===== src/trimmed_mean_phase_scaler_unit_assert.svh =====
// assertion macros for the trimmed-mean phase scaler
`ifndef TRIMMED_MEAN_PHASE_SCALER_UNIT_ASSERT_SVH
`define TRIMMED_MEAN_PHASE_SCALER_UNIT_ASSERT_SVH

// same-cycle implication, checked out of reset
`define TMPS_ASSERT_IMP(lbl, ante, cons, msg) \
    lbl: assert property (@(posedge i_clk) disable iff (!i_rst_n) (ante) |-> (cons)) \
        else $error(msg);

// next-cycle implication, checked out of reset
`define TMPS_ASSERT_NXT(lbl, ante, cons, msg) \
    lbl: assert property (@(posedge i_clk) disable iff (!i_rst_n) (ante) |=> (cons)) \
        else $error(msg);

`endif


===== src/tmps_pkg.sv =====
// shared types, constants and helper functions of the trimmed-mean phase scaler
package tmps_pkg;

    localparam int BURST_LEN = 7;
    localparam int CHANNELS  = 7;
    localparam int NUM_IN    = 7;
    localparam int NUM_OUT   = 7;

    localparam int SAMPLE_W  = 16;
    localparam int GAIN_W    = 26;
    localparam int OUT_W     = 26;
    localparam int FRAC_W    = 16;
    localparam int OPND_W    = SAMPLE_W + 2;
    localparam int PROD_W    = OPND_W + GAIN_W;
    localparam int Q_W       = PROD_W - FRAC_W;

    localparam int IDX_W     = $clog2(BURST_LEN);
    localparam int PHASE_W   = $clog2(BURST_LEN);
    localparam int MID       = BURST_LEN / 2;
    localparam int CH_W      = $clog2(NUM_OUT);
    localparam int CFG_IDX_W = $clog2(NUM_OUT);

    localparam int IN_TDATA_W  = ((NUM_IN * SAMPLE_W + 7) / 8) * 8;
    localparam int OUT_TDATA_W = ((NUM_OUT * OUT_W + 7) / 8) * 8;

    localparam int Q_DEPTH = 2;
    localparam int Q_PTR_W = $clog2(Q_DEPTH);
    localparam int Q_CNT_W = $clog2(Q_DEPTH + 1);

    // channels that go through the line-to-phase conversion
    localparam logic [CH_W-1:0] CH_VA = CH_W'(0);
    localparam logic [CH_W-1:0] CH_VB = CH_W'(1);

    // floor division by three: bias to non-negative, multiply by reciprocal
    localparam int           DIV3_OFFS  = 2 ** (Q_W - 1);
    localparam logic [31:0]  DIV3_BIAS  = 32'(3 * DIV3_OFFS);
    localparam logic [31:0]  DIV3_MAGIC = 32'hAAAA_AAAB;
    localparam int           DIV3_SHIFT = 33;

    localparam logic signed [31:0] OUT_MAX = 32'sd33554431;
    localparam logic signed [31:0] OUT_MIN = -32'sd33554432;
    localparam logic signed [SAMPLE_W+1:0] SMP_MAX = (SAMPLE_W+2)'(32767);
    localparam logic signed [SAMPLE_W+1:0] SMP_MIN = -(SAMPLE_W+2)'(32768);

    typedef logic signed [SAMPLE_W-1:0] t_sample;
    typedef t_sample [CHANNELS-1:0]     t_row;
    typedef t_sample [NUM_OUT-1:0]      t_sums;
    typedef logic [GAIN_W-1:0]          t_gain;
    typedef t_gain [NUM_OUT-1:0]        t_gain_bank;
    typedef logic signed [OUT_W-1:0]    t_res;
    typedef t_res [NUM_OUT-1:0]         t_res_bank;

    localparam t_gain_bank GAIN_RESET = {
        26'd174326, 26'd38928384, 26'd1020396, 26'd734003,
        26'd65536, 26'd6742494, 26'd6791542
    };

    typedef enum logic [1:0] {
        F_ACCEPT,
        F_SORT,
        F_PUSH
    } t_front_state;

    typedef enum logic [2:0] {
        B_IDLE,
        B_MUL,
        B_DIV,
        B_SAT,
        B_DONE
    } t_back_state;

    typedef struct packed {
        logic full;
        logic empty;
    } t_q_stat;

    function automatic t_sample sample_of(logic [IN_TDATA_W-1:0] d, int c);
        t_sample s;
        s = '0;
        if (c < NUM_IN) begin
            s = t_sample'(d >> (SAMPLE_W * c));
        end
        return s;
    endfunction

    function automatic t_res sat_out(logic signed [31:0] v);
        t_res r;
        if (v > OUT_MAX) begin
            r = t_res'(OUT_MAX);
        end else if (v < OUT_MIN) begin
            r = t_res'(OUT_MIN);
        end else begin
            r = t_res'(v);
        end
        return r;
    endfunction

endpackage


===== src/tmps_queue.sv =====
// two-entry queue of trimmed sums between the sort front end and the scaling back end
module tmps_queue import tmps_pkg::*; (
    input  logic    i_clk,
    input  logic    i_rst_n,
    input  logic    i_push,
    input  t_sums   i_data,
    input  logic    i_pop,
    output t_sums   o_data,
    output t_q_stat o_stat
);

    t_sums              r_mem [Q_DEPTH];
    logic [Q_PTR_W-1:0] r_wr, n_wr;
    logic [Q_PTR_W-1:0] r_rd, n_rd;
    logic [Q_CNT_W-1:0] r_cnt, n_cnt;

    always_comb begin
        n_wr  = r_wr;
        n_rd  = r_rd;
        n_cnt = r_cnt;
        if (i_push) begin
            n_wr = (r_wr == Q_PTR_W'(Q_DEPTH - 1)) ? '0 : r_wr + 1'b1;
        end
        if (i_pop) begin
            n_rd = (r_rd == Q_PTR_W'(Q_DEPTH - 1)) ? '0 : r_rd + 1'b1;
        end
        if (i_push && !i_pop) begin
            n_cnt = r_cnt + 1'b1;
        end else if (i_pop && !i_push) begin
            n_cnt = r_cnt - 1'b1;
        end
    end

    always_ff @(posedge i_clk) begin
        if (!i_rst_n) begin
            r_wr  <= '0;
            r_rd  <= '0;
            r_cnt <= '0;
        end else begin
            r_wr  <= n_wr;
            r_rd  <= n_rd;
            r_cnt <= n_cnt;
        end
    end

    always_ff @(posedge i_clk) begin
        if (i_push) begin
            r_mem[r_wr] <= i_data;
        end
    end

    assign o_data       = r_mem[r_rd];
    assign o_stat.full  = (r_cnt == Q_CNT_W'(Q_DEPTH));
    assign o_stat.empty = (r_cnt == '0);

endmodule


===== config.mk =====
export PLATFORM = sky130hd
export DESIGN_NAME = tmps_queue
export DESIGN_NICKNAME = d
export VERILOG_FILES = /design/src/trimmed_mean_phase_scaler_unit_assert.svh /design/src/tmps_pkg.sv /design/src/tmps_queue.sv
export SDC_FILE = /design/constraint.sdc
export NUM_CORES = 1
export LEC_CHECK = 0
export BUFFER_PORTS_ARGS = -buffer_cell sky130_fd_sc_hd__buf_2
export CAP_MARGIN = 10
export CORE_MARGIN = 4
export CORE_UTILIZATION = 49
export DETAILED_ROUTE_END_ITERATION = 6
export PLACE_DENSITY = 0.82
export SLEW_MARGIN = 40
export SYNTH_ARGS = -nofsm -noshare
export SYNTH_HDL_FRONTEND = slang
export SYNTH_SLANG_ARGS = --single-unit
export TNS_END_PERCENT = 30

===== constraint.sdc =====
create_clock -name i_clk -period 12.4 [get_ports i_clk]
set_input_delay 0.62 -clock i_clk [delete_from_list [all_inputs] [get_ports i_clk]]
set_output_delay 0.62 -clock i_clk [all_outputs]
set_load 0.01 [all_outputs]

==> run summary <==
Yosys warning count = 0
htree depth = 1
final period utilization = 0.264
CP cell instances = buf_4 > mux2_2 > buf_2
antenna violations before repair = 0
Routed Antenna Nets = 0
Min Clock Period, post-route = 3270 ps
GR Overflow Total = 0
Hold Crit Depth = 1
leakage power = 3.90 nW
post-DP HPWL = 10400 µm
Pins Over Slew Limit = 0
Vias/cell = 5.01
Worst Path Max Fanout = 59
RSZ-0062 raised after global routing = false
Die W = 138 µm
Post-Syn Nets = 487
Cells after DPL = 810
drc violations = 0
Multi-input gate area = 1380 µm²
most frequent cells in the layout = buf_2 (229), edfxtp_1 (224), mux2_2 (112)
final hold vios = 0
die footprint = 19100 µm²
post-synthesis cell count = 370
core area = 16600 µm²
Max Freq = 306 MHz
DR iter-0 viols = 182
reg2reg setup slack = 10380 ps
vias in the first global route = 4810
crit-path max cell delay = 850 ps
synthesized cell area = 8320 µm²
worst slew pin tran = 812 ps
sequential cell area fraction in the yosys report = 0.821
Mean Syn Cell Area = 22.5 µm²
Initial Utilization = 0.502
drt total wl = 15600 µm
r2r worst-path depth = 2
worst hold margin = 308 ps
most common cell after layout, fill and taps aside = buf_2
average wire per standard cell = 18.3 µm
max_cap viols = 0
CTS clock-pin slew for the worst setup and hold paths = 60 ps
largest net degree at the start of global routing = 84
via count = 4281
CTS tree = yes
Power Dens Cells = 165 nW/µm²
top routing layer in use = met4
met2 wire length = 8290 µm
max_slew headroom = 0.459
layout cells sized above 1 = 0.596
VDD IR max = 0.000129 V
Final Non-Filler Cells = 854
Worst Hold Class = input pin to flop
CTS max path bufs = 3
cts hold-fix bufs = 0
CP startpoint kind = flop
Clock Latency Late Sink = 500 ps
Total Routing Usage GR = 0.159
Critical Path AT = 2650 ps
drt pass-1 iters = 4
fill cell count = 1197
area delta synth->final = 25.2%
Sink Count = 229
Critical-path top delay cell = dfxtp_4
Routability Congestion = 0.754
die height = 138 µm
setup TNS = 0 ps
hold path startpoint = i_data[12]
sequential cell area = 6830 µm²
Row Count = 47
CP Class = flop to output port
global-route wire length before repair = 24700 µm
Gates resized, CTS repair = 0
final setup skew = 13.6 ps
CTS Root Cell = clkbuf_16
library cells used by synthesis = 17
I/O Pins = 230
met1 WL = 5930 µm
Setup Fix Bufs, Post-CTS = 0
final setup vio count = 0
Crit. End Element = output port
CP Data Required Time = 11780 ps
#FFs+latches synth = 229
worst reg2reg path startpoint = r_wr
TritonCTS buffer count = 23
input/output buffers = 229
status = completed
DR WL met3 = 1110 µm
fin nets = 733
==> cell usage after synthesis <==
cell type | n | area [µm²]
edfxtp_1 | 224 | 6730
mux2_2 | 112 | 1260
buf_6 | 8 | 90.1
dfxtp_1 | 5 | 100
and2_1 | 4 | 25.0
buf_2 | 3 | 15.0
nor2b_1 | 3 | 18.8
xor2_1 | 2 | 17.5
a21boi_1 | 1 | 7.51
buf_4 | 1 | 7.51
ha_1 | 1 | 12.5
inv_1 | 1 | 3.75
nor2_1 | 1 | 3.75
o21a_1 | 1 | 7.51
o21ai_0 | 1 | 5.00
or3_1 | 1 | 6.26
xnor2_1 | 1 | 8.76
==> state kept, by name, summed over array words and instances, names as in the netlist, named ones only <==
signal / flops
r_rd: 1
r_mem: 224
r_wr: 1
r_cnt: 2
==> metrics by stage <==
stage,total power [mW],utilization,instance area (µm²),setup WS [ps]
final,1.72,0.628,10400,9130
after global routing,1.79,0.628,10400,8970
after CTS,1.74,0.626,10400,9050
after detailed placement,1.09,0.583,9670,9580
after global placement,1.09,0.583,9660,9560
after floorplan,1.02,-,8320,6290
==> layer usage <==
metal  track usage  vias to the layer above
li1              -                     1970
met1         0.187                     2123
met2         0.286                      166
met3        0.0421                       22
met4        0.0478                        0
met5             0                        -
==> area by class of cell <==
cell class,instances,share of cell area
clock inverter,14,0.0112
tap,220,0.0264
antenna,1,0.000240
sequential,229,0.656
timing repair buffer,233,0.116
clock buffer,28,0.0571
inverter,1,0.000361
multi-input combinational,128,0.133
==> worst max-delay path: cells and delay by family, from the launching register on <==
kind / cells / cell delay, ps
DFF: 1 / 850
muxes: 1 / 420
buffers and inverters: 2 / 820
==> logic make-up (layout without fill, tap and decap cells) <==
family                     Yosys count  count (layout)  share of synthesized area
muxes                              112             112                      0.152
and+or+nand+nor                      9               9                    0.00647
DFF                                229             229                      0.821
adders and majority gates            1               1                    0.00150
buffers and inverters               13             276                     0.0140
other                                0               1                          0
xor gates and xnor gates             3               3                    0.00316
AOI/OAI and AO/OA                    3               3                    0.00241
==> power breakdown <==
part	internal, mW	leakage (nW)	total [mW]	switching (mW)
clock network	0.382	0.343	0.645	0.263
logic	0.0809	1.41	0.165	0.0840
registers	0.895	2.14	0.912	0.0169
==> final timing paths <==
path / end
worst min register to register: r_cnt[1]
worst min-delay path: r_mem[1][12]
worst max-delay path: o_data[66]
worst max register to register: r_mem[1][57]
Power figures use the tool's default switching activity.
